File: src/rtl/core/ulpa_pkg.sv
package ulpa_pkg;

	localparam int DEF_MAX_PRB     = 128;
	localparam int DEF_MAX_RBG     = 32;
	localparam int DEF_NUM_TENANTS = 4;

	localparam int WORD_W      = 32;
	localparam int MASK_W      = 32;
	localparam int CFG_TENANTS = 4;
	localparam int CFG_IDX_W   = 3;

	localparam logic [1:0] ACT_BEGIN = 2'd0;
	localparam logic [1:0] ACT_LOAD  = 2'd1;
	localparam logic [1:0] ACT_ALLOC = 2'd2;

	localparam logic [CFG_IDX_W-1:0] CFG_NUM_PRB  = 3'd0;
	localparam logic [CFG_IDX_W-1:0] CFG_RBG_SIZE = 3'd1;
	localparam logic [CFG_IDX_W-1:0] CFG_NUM_RBG  = 3'd2;
	localparam logic [CFG_IDX_W-1:0] CFG_TENANT0  = 3'd3;
	localparam logic [CFG_IDX_W-1:0] CFG_TENANT1  = 3'd4;
	localparam logic [CFG_IDX_W-1:0] CFG_TENANT2  = 3'd5;
	localparam logic [CFG_IDX_W-1:0] CFG_TENANT3  = 3'd6;

	localparam logic [6:0] NUM_PRB_RST  = 7'd100;
	localparam logic [2:0] RBG_SIZE_RST = 3'd4;
	localparam logic [4:0] NUM_RBG_RST  = 5'd25;

	localparam logic [6:0] EDGE_PRBS = 7'd3;

	localparam int NUM_DFT = 37;
	localparam logic [6:0] DFT_SIZES [NUM_DFT] = '{
		7'd1, 7'd2, 7'd3, 7'd4, 7'd5, 7'd6, 7'd8, 7'd9, 7'd10, 7'd12,
		7'd15, 7'd16, 7'd18, 7'd20, 7'd24, 7'd25, 7'd27, 7'd30, 7'd32, 7'd36,
		7'd40, 7'd45, 7'd48, 7'd50, 7'd54, 7'd60, 7'd64, 7'd72, 7'd75, 7'd80,
		7'd81, 7'd90, 7'd96, 7'd100, 7'd108, 7'd120, 7'd125
	};

	typedef struct packed {
		logic [1:0]  action;
		logic [1:0]  slice_id;
		logic        use_slice;
		logic [6:0]  req_len;
		logic [1:0]  word_index;
		logic [31:0] word_data;
	} cmd_t;

	typedef struct packed {
		logic [6:0] grant_start;
		logic [6:0] grant_len;
		logic       found;
		logic       met;
	} rsp_t;

	typedef struct packed {
		logic scan_init;
		logic mark_init;
		logic step;
		logic scan;
		logic mark;
		logic trim;
	} pass_ctrl_t;

	function automatic logic [6:0] dft_trim(input logic [6:0] len);
		logic [6:0] r;
		r = 7'd0;
		for (int k = 0; k < NUM_DFT; k++) begin
			if (DFT_SIZES[k] <= len) r = DFT_SIZES[k];
		end
		return r;
	endfunction

endpackage

File: src/rtl/core/ulpa_map.sv
module ulpa_map
	import ulpa_pkg::*;
#(
	parameter int MAX_PRB = DEF_MAX_PRB
) (
	input  logic        clk,
	input  logic        arst_n,
	input  logic        clr,
	input  logic        load,
	input  logic [1:0]  word_index,
	input  logic [31:0] word_data,
	input  pass_ctrl_t  ctrl,
	input  logic        grant,
	output logic        cur
);

	logic [MAX_PRB-1:0] map_q;
	logic [MAX_PRB-1:0] load_sel;
	logic [MAX_PRB-1:0] load_bit;

	for (genvar p = 0; p < MAX_PRB; p++) begin : g_word
		assign load_sel[p] = (word_index == 2'(p / WORD_W));
		assign load_bit[p] = word_data[p % WORD_W];
	end

	assign cur = map_q[0];

	always_ff @(posedge clk or negedge arst_n) begin
		if (!arst_n) begin
			map_q <= '0;
		end else if (clr) begin
			map_q <= '0;
		end else if (load) begin
			map_q <= (map_q & ~load_sel) | (load_bit & load_sel);
		end else if (ctrl.step) begin
			map_q <= {map_q[0] | grant, map_q[MAX_PRB-1:1]};
		end
	end

endmodule

File: src/rtl/core/ulpa_rbg.sv
module ulpa_rbg
	import ulpa_pkg::*;
(
	input  logic              clk,
	input  logic              arst_n,
	input  pass_ctrl_t        ctrl,
	input  logic [2:0]        rbg_size,
	input  logic [5:0]        nrbg,
	input  logic              use_slice,
	input  logic              slice_valid,
	input  logic [MASK_W-1:0] mask,
	input  logic              live,
	input  logic              blocked,
	input  logic              hit_en,
	output logic              slice_block,
	output logic [MASK_W-1:0] hit
);

	logic [5:0]        idx_q;
	logic [2:0]        off_q;
	logic [MASK_W-1:0] mask_q;
	logic [MASK_W-1:0] hit_q;
	logic              in_rbg;

	assign in_rbg      = (rbg_size != 3'd0) && (idx_q < nrbg);
	assign slice_block = use_slice && (!slice_valid || (in_rbg && !mask_q[0]));
	assign hit         = hit_q;

	always_ff @(posedge clk or negedge arst_n) begin
		if (!arst_n) begin
			idx_q <= '0;
			off_q <= '0;
		end else if (ctrl.scan_init || ctrl.mark_init) begin
			idx_q <= '0;
			off_q <= '0;
		end else if (ctrl.step && in_rbg) begin
			if (off_q == 3'(rbg_size - 3'd1)) begin
				off_q <= '0;
				idx_q <= idx_q + 6'd1;
			end else begin
				off_q <= off_q + 3'd1;
			end
		end
	end

	always_ff @(posedge clk) begin
		if (ctrl.scan_init || ctrl.mark_init) begin
			mask_q <= mask;
			hit_q  <= '0;
		end else if (ctrl.step && in_rbg) begin
			if (hit_en && ctrl.mark && live && blocked) hit_q[idx_q[4:0]] <= 1'b1;
			if (off_q == 3'(rbg_size - 3'd1)) mask_q <= {1'b0, mask_q[MASK_W-1:1]};
		end
	end

endmodule

File: src/rtl/core/ulpa_run.sv
module ulpa_run
	import ulpa_pkg::*;
(
	input  logic       clk,
	input  logic       arst_n,
	input  pass_ctrl_t ctrl,
	input  logic       live,
	input  logic       blocked,
	input  logic [6:0] prb,
	input  logic [6:0] req_len,
	output logic [6:0] run_start,
	output logic [6:0] run_len
);

	logic [6:0] start_q;
	logic [6:0] len_q;
	logic       stop_q;
	logic       active;

	assign active    = ctrl.step && ctrl.scan && live && (len_q < req_len) && !stop_q;
	assign run_start = start_q;
	assign run_len   = len_q;

	always_ff @(posedge clk or negedge arst_n) begin
		if (!arst_n) begin
			start_q <= '0;
			len_q   <= '0;
			stop_q  <= 1'b0;
		end else if (ctrl.scan_init) begin
			start_q <= '0;
			len_q   <= '0;
			stop_q  <= 1'b0;
		end else if (ctrl.trim) begin
			len_q <= dft_trim(len_q);
		end else if (active) begin
			if (!blocked) begin
				if (len_q == 7'd0) start_q <= prb;
				len_q <= len_q + 7'd1;
			end else if (len_q != 7'd0) begin
				if (prb < EDGE_PRBS) begin
					start_q <= '0;
					len_q   <= '0;
				end else begin
					stop_q <= 1'b1;
				end
			end
		end
	end

endmodule

File: src/rtl/core/ul_contiguous_prb_allocator_core.sv
// Channel   Transfer when            Payload
// command   start & !busy            cmd (cmd_t)
// result    done (one cycle)         rsp (rsp_t)
// config    cfg_valid & cfg_ready    cfg_index, cfg_data
//
// Begin-TTI, load-word and unused commands give their result on the next cycle
// and leave busy low. During an allocation busy is high and the used map, a shift
// ring, is walked one PRB per cycle, once to find the run and, when a run is
// found, once more to mark it.
// arst_n clears the map, the tenant masks and the control state.
// The receiver cannot stall; each result is shown for exactly one cycle.
module ul_contiguous_prb_allocator_core
	import ulpa_pkg::*;
#(
	parameter int MAX_PRB     = DEF_MAX_PRB,
	parameter int MAX_RBG     = DEF_MAX_RBG,
	parameter int NUM_TENANTS = DEF_NUM_TENANTS
) (
	input  logic                 clk,
	input  logic                 arst_n,
	input  logic                 start,
	output logic                 busy,
	input  cmd_t                 cmd,
	output logic                 done,
	output rsp_t                 rsp,
	input  logic                 cfg_valid,
	output logic                 cfg_ready,
	input  logic [CFG_IDX_W-1:0] cfg_index,
	input  logic [31:0]          cfg_data
);

	localparam int CNT_W = $clog2(MAX_PRB);

	typedef enum logic [4:0] {
		ST_IDLE = 5'b00001,
		ST_SCAN = 5'b00010,
		ST_TRIM = 5'b00100,
		ST_MARK = 5'b01000,
		ST_DONE = 5'b10000
	} state_t;

	state_t            state_q;
	logic [CNT_W-1:0]  n_q;
	logic [6:0]        num_prb_q;
	logic [2:0]        rbg_size_q;
	logic [4:0]        num_rbg_q;
	logic [MASK_W-1:0] tmask_q [CFG_TENANTS];
	logic [MASK_W-1:0] avail_q [NUM_TENANTS];
	logic [1:0]        slice_q;
	logic              use_slice_q;
	logic [6:0]        req_len_q;
	logic              done_q;
	rsp_t              rsp_q;

	pass_ctrl_t        ctrl;
	logic              acc;
	logic              pass_end;
	logic [7:0]        nprb;
	logic [5:0]        nrbg;
	logic              live;
	logic [6:0]        prb;
	logic [1:0]        slice_sel;
	logic              slice_valid;
	logic [MASK_W-1:0] mask_sel;
	logic              map_cur;
	logic              grant;
	logic              slice_block;
	logic              blocked;
	logic [MASK_W-1:0] hit;
	logic [6:0]        run_start;
	logic [6:0]        run_len;

	assign busy      = (state_q != ST_IDLE);
	assign acc       = start && !busy;
	assign cfg_ready = 1'b1;
	assign done      = done_q;
	assign rsp       = rsp_q;

	assign pass_end    = (n_q == CNT_W'(MAX_PRB - 1));
	assign nprb        = (8'(num_prb_q) > 8'(MAX_PRB)) ? 8'(MAX_PRB) : 8'(num_prb_q);
	assign nrbg        = (6'(num_rbg_q) > 6'(MAX_RBG)) ? 6'(MAX_RBG) : 6'(num_rbg_q);
	assign live        = (8'(n_q) < nprb);
	assign prb         = 7'(n_q);
	assign slice_sel   = (state_q == ST_IDLE) ? cmd.slice_id : slice_q;
	assign slice_valid = (3'(slice_q) < 3'(NUM_TENANTS));

	always_comb begin
		mask_sel = '0;
		for (int i = 0; i < NUM_TENANTS; i++) begin
			if (slice_sel == 2'(i)) mask_sel = avail_q[i];
		end
	end

	always_comb begin
		ctrl.scan_init = acc && (cmd.action == ACT_ALLOC);
		ctrl.mark_init = (state_q == ST_TRIM) && (run_len != 7'd0);
		ctrl.trim      = ctrl.mark_init;
		ctrl.step      = (state_q == ST_SCAN) || (state_q == ST_MARK);
		ctrl.scan      = (state_q == ST_SCAN);
		ctrl.mark      = (state_q == ST_MARK);
	end

	assign grant = ctrl.mark && ({1'b0, prb} >= {1'b0, run_start}) &&
		({1'b0, prb} < ({1'b0, run_start} + {1'b0, run_len}));
	assign blocked = map_cur || grant || slice_block;

	ulpa_map #(
		.MAX_PRB(MAX_PRB)
	) u_map (
		.clk       (clk),
		.arst_n    (arst_n),
		.clr       (acc && (cmd.action == ACT_BEGIN)),
		.load      (acc && (cmd.action == ACT_LOAD)),
		.word_index(cmd.word_index),
		.word_data (cmd.word_data),
		.ctrl      (ctrl),
		.grant     (grant),
		.cur       (map_cur)
	);

	ulpa_rbg u_rbg (
		.clk        (clk),
		.arst_n     (arst_n),
		.ctrl       (ctrl),
		.rbg_size   (rbg_size_q),
		.nrbg       (nrbg),
		.use_slice  (use_slice_q),
		.slice_valid(slice_valid),
		.mask       (mask_sel),
		.live       (live),
		.blocked    (blocked),
		.hit_en     (use_slice_q && slice_valid),
		.slice_block(slice_block),
		.hit        (hit)
	);

	ulpa_run u_run (
		.clk      (clk),
		.arst_n   (arst_n),
		.ctrl     (ctrl),
		.live     (live),
		.blocked  (blocked),
		.prb      (prb),
		.req_len  (req_len_q),
		.run_start(run_start),
		.run_len  (run_len)
	);

	always_ff @(posedge clk or negedge arst_n) begin
		if (!arst_n) begin
			num_prb_q  <= NUM_PRB_RST;
			rbg_size_q <= RBG_SIZE_RST;
			num_rbg_q  <= NUM_RBG_RST;
			for (int i = 0; i < CFG_TENANTS; i++) tmask_q[i] <= '0;
		end else if (cfg_valid && cfg_ready) begin
			unique case (cfg_index)
				CFG_NUM_PRB:  num_prb_q  <= cfg_data[6:0];
				CFG_RBG_SIZE: rbg_size_q <= cfg_data[2:0];
				CFG_NUM_RBG:  num_rbg_q  <= cfg_data[4:0];
				CFG_TENANT0:  tmask_q[0] <= cfg_data;
				CFG_TENANT1:  tmask_q[1] <= cfg_data;
				CFG_TENANT2:  tmask_q[2] <= cfg_data;
				CFG_TENANT3:  tmask_q[3] <= cfg_data;
				default: ;
			endcase
		end
	end

	always_ff @(posedge clk or negedge arst_n) begin
		if (!arst_n) begin
			state_q <= ST_IDLE;
			n_q     <= '0;
			done_q  <= 1'b0;
			for (int i = 0; i < NUM_TENANTS; i++) avail_q[i] <= '0;
		end else begin
			done_q <= 1'b0;
			unique case (state_q)
				ST_IDLE: begin
					if (acc) begin
						n_q <= '0;
						if (cmd.action == ACT_ALLOC) begin
							state_q <= ST_SCAN;
						end else begin
							done_q <= 1'b1;
						end
						if (cmd.action == ACT_BEGIN) begin
							for (int i = 0; i < NUM_TENANTS; i++) begin
								if (i < CFG_TENANTS) avail_q[i] <= tmask_q[i];
							end
						end
					end
				end
				ST_SCAN: begin
					n_q <= pass_end ? '0 : n_q + CNT_W'(1);
					if (pass_end) state_q <= ST_TRIM;
				end
				ST_TRIM: begin
					if (run_len == 7'd0) begin
						done_q  <= 1'b1;
						state_q <= ST_IDLE;
					end else begin
						state_q <= ST_MARK;
					end
				end
				ST_MARK: begin
					n_q <= pass_end ? '0 : n_q + CNT_W'(1);
					if (pass_end) state_q <= ST_DONE;
				end
				ST_DONE: begin
					for (int i = 0; i < NUM_TENANTS; i++) begin
						if (use_slice_q && (slice_q == 2'(i))) avail_q[i] <= avail_q[i] & ~hit;
					end
					done_q  <= 1'b1;
					state_q <= ST_IDLE;
				end
				default: state_q <= ST_IDLE;
			endcase
		end
	end

	always_ff @(posedge clk) begin
		if (acc) begin
			slice_q     <= cmd.slice_id;
			use_slice_q <= cmd.use_slice;
			req_len_q   <= cmd.req_len;
			rsp_q       <= '0;
		end else if (state_q == ST_TRIM && run_len == 7'd0) begin
			rsp_q <= '0;
		end else if (state_q == ST_DONE) begin
			rsp_q.grant_start <= run_start;
			rsp_q.grant_len   <= run_len;
			rsp_q.found       <= 1'b1;
			rsp_q.met         <= (run_len == req_len_q);
		end
	end

endmodule

File: config.mk
export PLATFORM = sky130hd
export DESIGN_NAME = ul_contiguous_prb_allocator_core
export DESIGN_NICKNAME = d
export VERILOG_FILES = /design/src/rtl/core/ulpa_pkg.sv /design/src/rtl/core/ulpa_map.sv /design/src/rtl/core/ulpa_rbg.sv /design/src/rtl/core/ulpa_run.sv /design/src/rtl/core/ul_contiguous_prb_allocator_core.sv
export SDC_FILE = /design/constraint.sdc
export NUM_CORES = 1
export LEC_CHECK = 0
export BUFFER_PORTS_ARGS = -buffer_cell sky130_fd_sc_hd__buf_2
export CAP_MARGIN = 10
export CORE_ASPECT_RATIO = 1.25
export CORE_MARGIN = 2
export CORE_UTILIZATION = 35
export CTS_BUF_LIST = sky130_fd_sc_hd__clkbuf_8
export DETAILED_ROUTE_END_ITERATION = 12
export SYNTH_ARGS = -nofsm -noshare
export SYNTH_HDL_FRONTEND = slang
export SYNTH_SLANG_ARGS = --single-unit
File: constraint.sdc
create_clock -name clk -period 7.9 [get_ports clk]
set_input_delay 1.58 -clock clk [delete_from_list [all_inputs] [get_ports clk]]
set_output_delay 1.58 -clock clk [all_outputs]
set_load 0.005 [all_outputs]
==> flow_summary.ini <==
[status]
status = completed

[synthesis]
syn-cell-area_mm2 = 0.0259
synth_enable_flop_cells = 42
synth-async-reset-ratio_pct = 82.9
netlist_instances = 2329
synth_cell_type_count = 82
yosysMostFrequentCell = dfrtp_1
yosysTopAreaCell = dfrtp_1
synth_warnings = 0
synth_common_cells = dfrtp_1, o21ai_0, mux2_2, nand2_1, clkbuf_1
synth_seq_area_share_pct = 50.7
syn_nets = 2463
synth_ff_type = dfrtp_1
ys_ff_latch = 526
yosys.area.top_type_share_pct = 41.3
ys_top_cells_by_area = dfrtp_1, mux2_2, o21ai_0
postSynthAreaPerCell_um2 = 11.1

[hold_path]
whs_endpoint = rsp[15]$_SDFFE_PP0P_
hp-start = rsp[15]$_SDFFE_PP0P_
hp-class = reg -> reg
whs_path_depth = 2

[floorplan]
dieHeight_um = 308
die_w_um = 247
core_mm2 = 0.0733
rows = 111
initial_core_util_pct = 35.4
ios = 104
die_area_mm2 = 0.0763

[timing]
max_freq_ghz = 0.237
skew_ns = 0.0471
worst_pin_slew_ns = 1.23
fin_crit_ns = 4.21
finalHoldViolCount = 0
relSlewSlack_pct = 18.3
rsz0062_at_grt = false
setup_viol = 0
finalSetupTns_ns = 0
slew_violations = 0
period_share_pct = 53.3

[setup_path]
worstReg2RegEnd = u_run.run_start[1]$_DFFE_PN0P_
crit_fanout = 19
reg2reg_slack_ns = 3.69
worstSetupEndpointType = flip-flop
required_ns = 8.51
crit_arrival_ns = 4.82
crit_start = u_run.run_len[0]$_DFFE_PN0P_
r2r_cells = 15
cp-start-kind = flip-flop
critPathKind = reg -> reg
timing.rr.start = u_run.run_len[0]$_DFFE_PN0P_

[layout]
multi_input_area_mm2 = 0.0120
fin_cells = 3411
num-fill-cells = 7097
syn_to_final_growth_pct = 12.2
drive_gt1_share_pct = 23.7
nNetsFinal = 2510
register_area_mm2 = 0.0131

[clocking]
clockBufferDepth = 3
clkLatencyLatePin_ns = 0.70
numCtsBuffers = 88
hold_buffers = 0
cts.sinks = 526
cts_resized = 0
h-tree-depth = 3
clkTransAtPathRegs_ns = 0.06
post_cts_buffers = 0
tritoncts = built
root_buffer = clkbuf_8

[global_routing]
grt.met2_usage_pct = 30.8
antenna_found_initial = 9
grtUsageTotal_pct = 18.0
grt_max_degree = 257
top_usage_layer = met2
grtUsageMet1_pct = 23.1
grt_pass1_wl_mm = 109
grt_overflow_total = 0
grtUsageMet3_pct = 2.81
grt_pass1_vias = 19600

[power_and_ir_drop]
ir_drop_v = 0.000124
p_leak_uw = 0.0133
power.density_mw_per_mm2 = 310

[drt]
drt-total-wl_mm = 67.7
drtPass1Iterations = 7
drtAntennaViolNets = 0
drcViolationCount = 0
routed_via_density = 5.56
wl_per_cell_um = 19.8
routed-via-count = 19000
dr.first_iter.drc_count = 1597

[place]
gp_congestion = 0.868
port_buffers = 102
post-dp-hpwl_mm = 41.1
dp_cells = 3245

[run]
cap_violations = 0
==> critical path, stage by stage (launching register included) <==
cell and delay [ns]:
dfrtp_1 0.58, ha_1 0.33, fa_1 0.42, a21o_1 0.20, a21oi_1 0.22, o21bai_1 0.09, a21oi_1 0.18, xor2_1 0.18
ha_1 0.26, a21oi_1 0.13, o21ai_0 0.09, a21oi_1 0.18, o311a_1 0.47, o21ai_1 0.17, a31oi_2 0.41, a22o_1 0.21
==> power by group <==
part	leakage [uW]	internal [uW]	switching [uW]	total [uW]
Sequential	0.00634	3550	592	4140
Combinational	0.00588	1230	1210	2440
Clock	0.00106	1270	1160	2430
==> cells by family after synthesis <==
kind of cell    share of synthesized area (%)
flops                                    50.7
other cells                            0.0145
mux                                      19.0
simple gates                             8.65
xor+xnor                                0.497
compound gates                           15.3
buf+inv                                  3.32
fa+ha+maj                                2.47
==> metrics by stage <==
stage	hold WS (ns)	util, %	instance area [um2]	worst slack, ns	total power [uW]
after floorplan	0.444	-	25900	3.42	5890
after global placement	0.448	37.2	27300	3.66	6480
after detailed placement	0.447	37.2	27300	3.60	6610
after CTS	0.455	39.6	29100	3.71	9080
after global routing	0.475	39.7	29100	3.46	9590
final	0.450	39.7	29100	3.69	9010
==> how the worst max path moves through the flow <==
| stage | end |
|---|---|
| floorplan | u_rbg.mask_q[0]$_DFFE_PP_ |
| global placement | u_rbg.mask_q[15]$_DFFE_PP_ |
| detailed placement | u_rbg.mask_q[17]$_DFFE_PP_ |
| CTS | u_rbg.hit[6]$_SDFFE_PN0P_ |
| global route | u_run.run_start[0]$_DFFE_PN0P_ |
| finish | u_run.run_start[1]$_DFFE_PN0P_ |
==> state kept, by name, indices dropped and copies added (netlist names) <==
| name | cells |
|---|---|
| u_rbg.off_q | 3 |
| u_rbg.idx_q | 6 |
| num_rbg_q | 5 |
| avail_q | 128 |
| slice_q | 2 |
| done | 1 |
| u_run.run_start | 7 |
| u_run.run_len | 7 |
| tmask_q | 128 |
| u_rbg.hit | 32 |
| u_rbg.mask_q | 32 |
| state_q | 5 |
| rsp | 16 |
| u_map.map_q | 128 |
| rbg_size_q | 3 |
| num_prb_q | 7 |
| req_len_q | 7 |
| use_slice_q | 1 |
| n_q | 7 |
| u_run.stop_q | 1 |
==> routing by layer <==
layer | wire length, um | part of all wire (%)
met2 | 33600 | 50
met3 | 3080 | 4.5
met5 | 35 | 0.052
met4 | 1550 | 2.3
met1 | 29400 | 44
==> area by class of cell <==
type / instances / area share, %
clock inverters: 59 / 1.21
repair buffers: 131 / 2.70
diodes: 3 / 0.0258
clock buffers: 103 / 4.87
inverters: 47 / 0.606
multi-input cells: 1582 / 41.3
flip-flops and latches: 526 / 45.2
well taps: 960 / 4.13
==> placed cells by master (no fill, tap or decap), types with 8 or more instances in the layout <==
cell type	Yosys	layout
dfrtp_1	428	428
o21ai_0	309	308
mux2_2	257	257
nand2_1	172	172
nand3_1	148	147
a22o_1	139	139
mux2i_1	132	130
clkbuf_8	0	103
buf_2	12	100
inv_1	47	89
nor2_1	79	76
ha_1	48	48
dfxtp_1	48	48
a21oi_1	45	45
edfxtp_1	42	42
o21a_1	39	39
mux4_2	32	32
buf_4	4	27
nor3_1	13	11
nor2b_1	9	9
a21o_1	9	9
nand2b_1	10	9
nand4_1	8	8
dfstp_2	8	8
(Power assumes the default switching activity.)
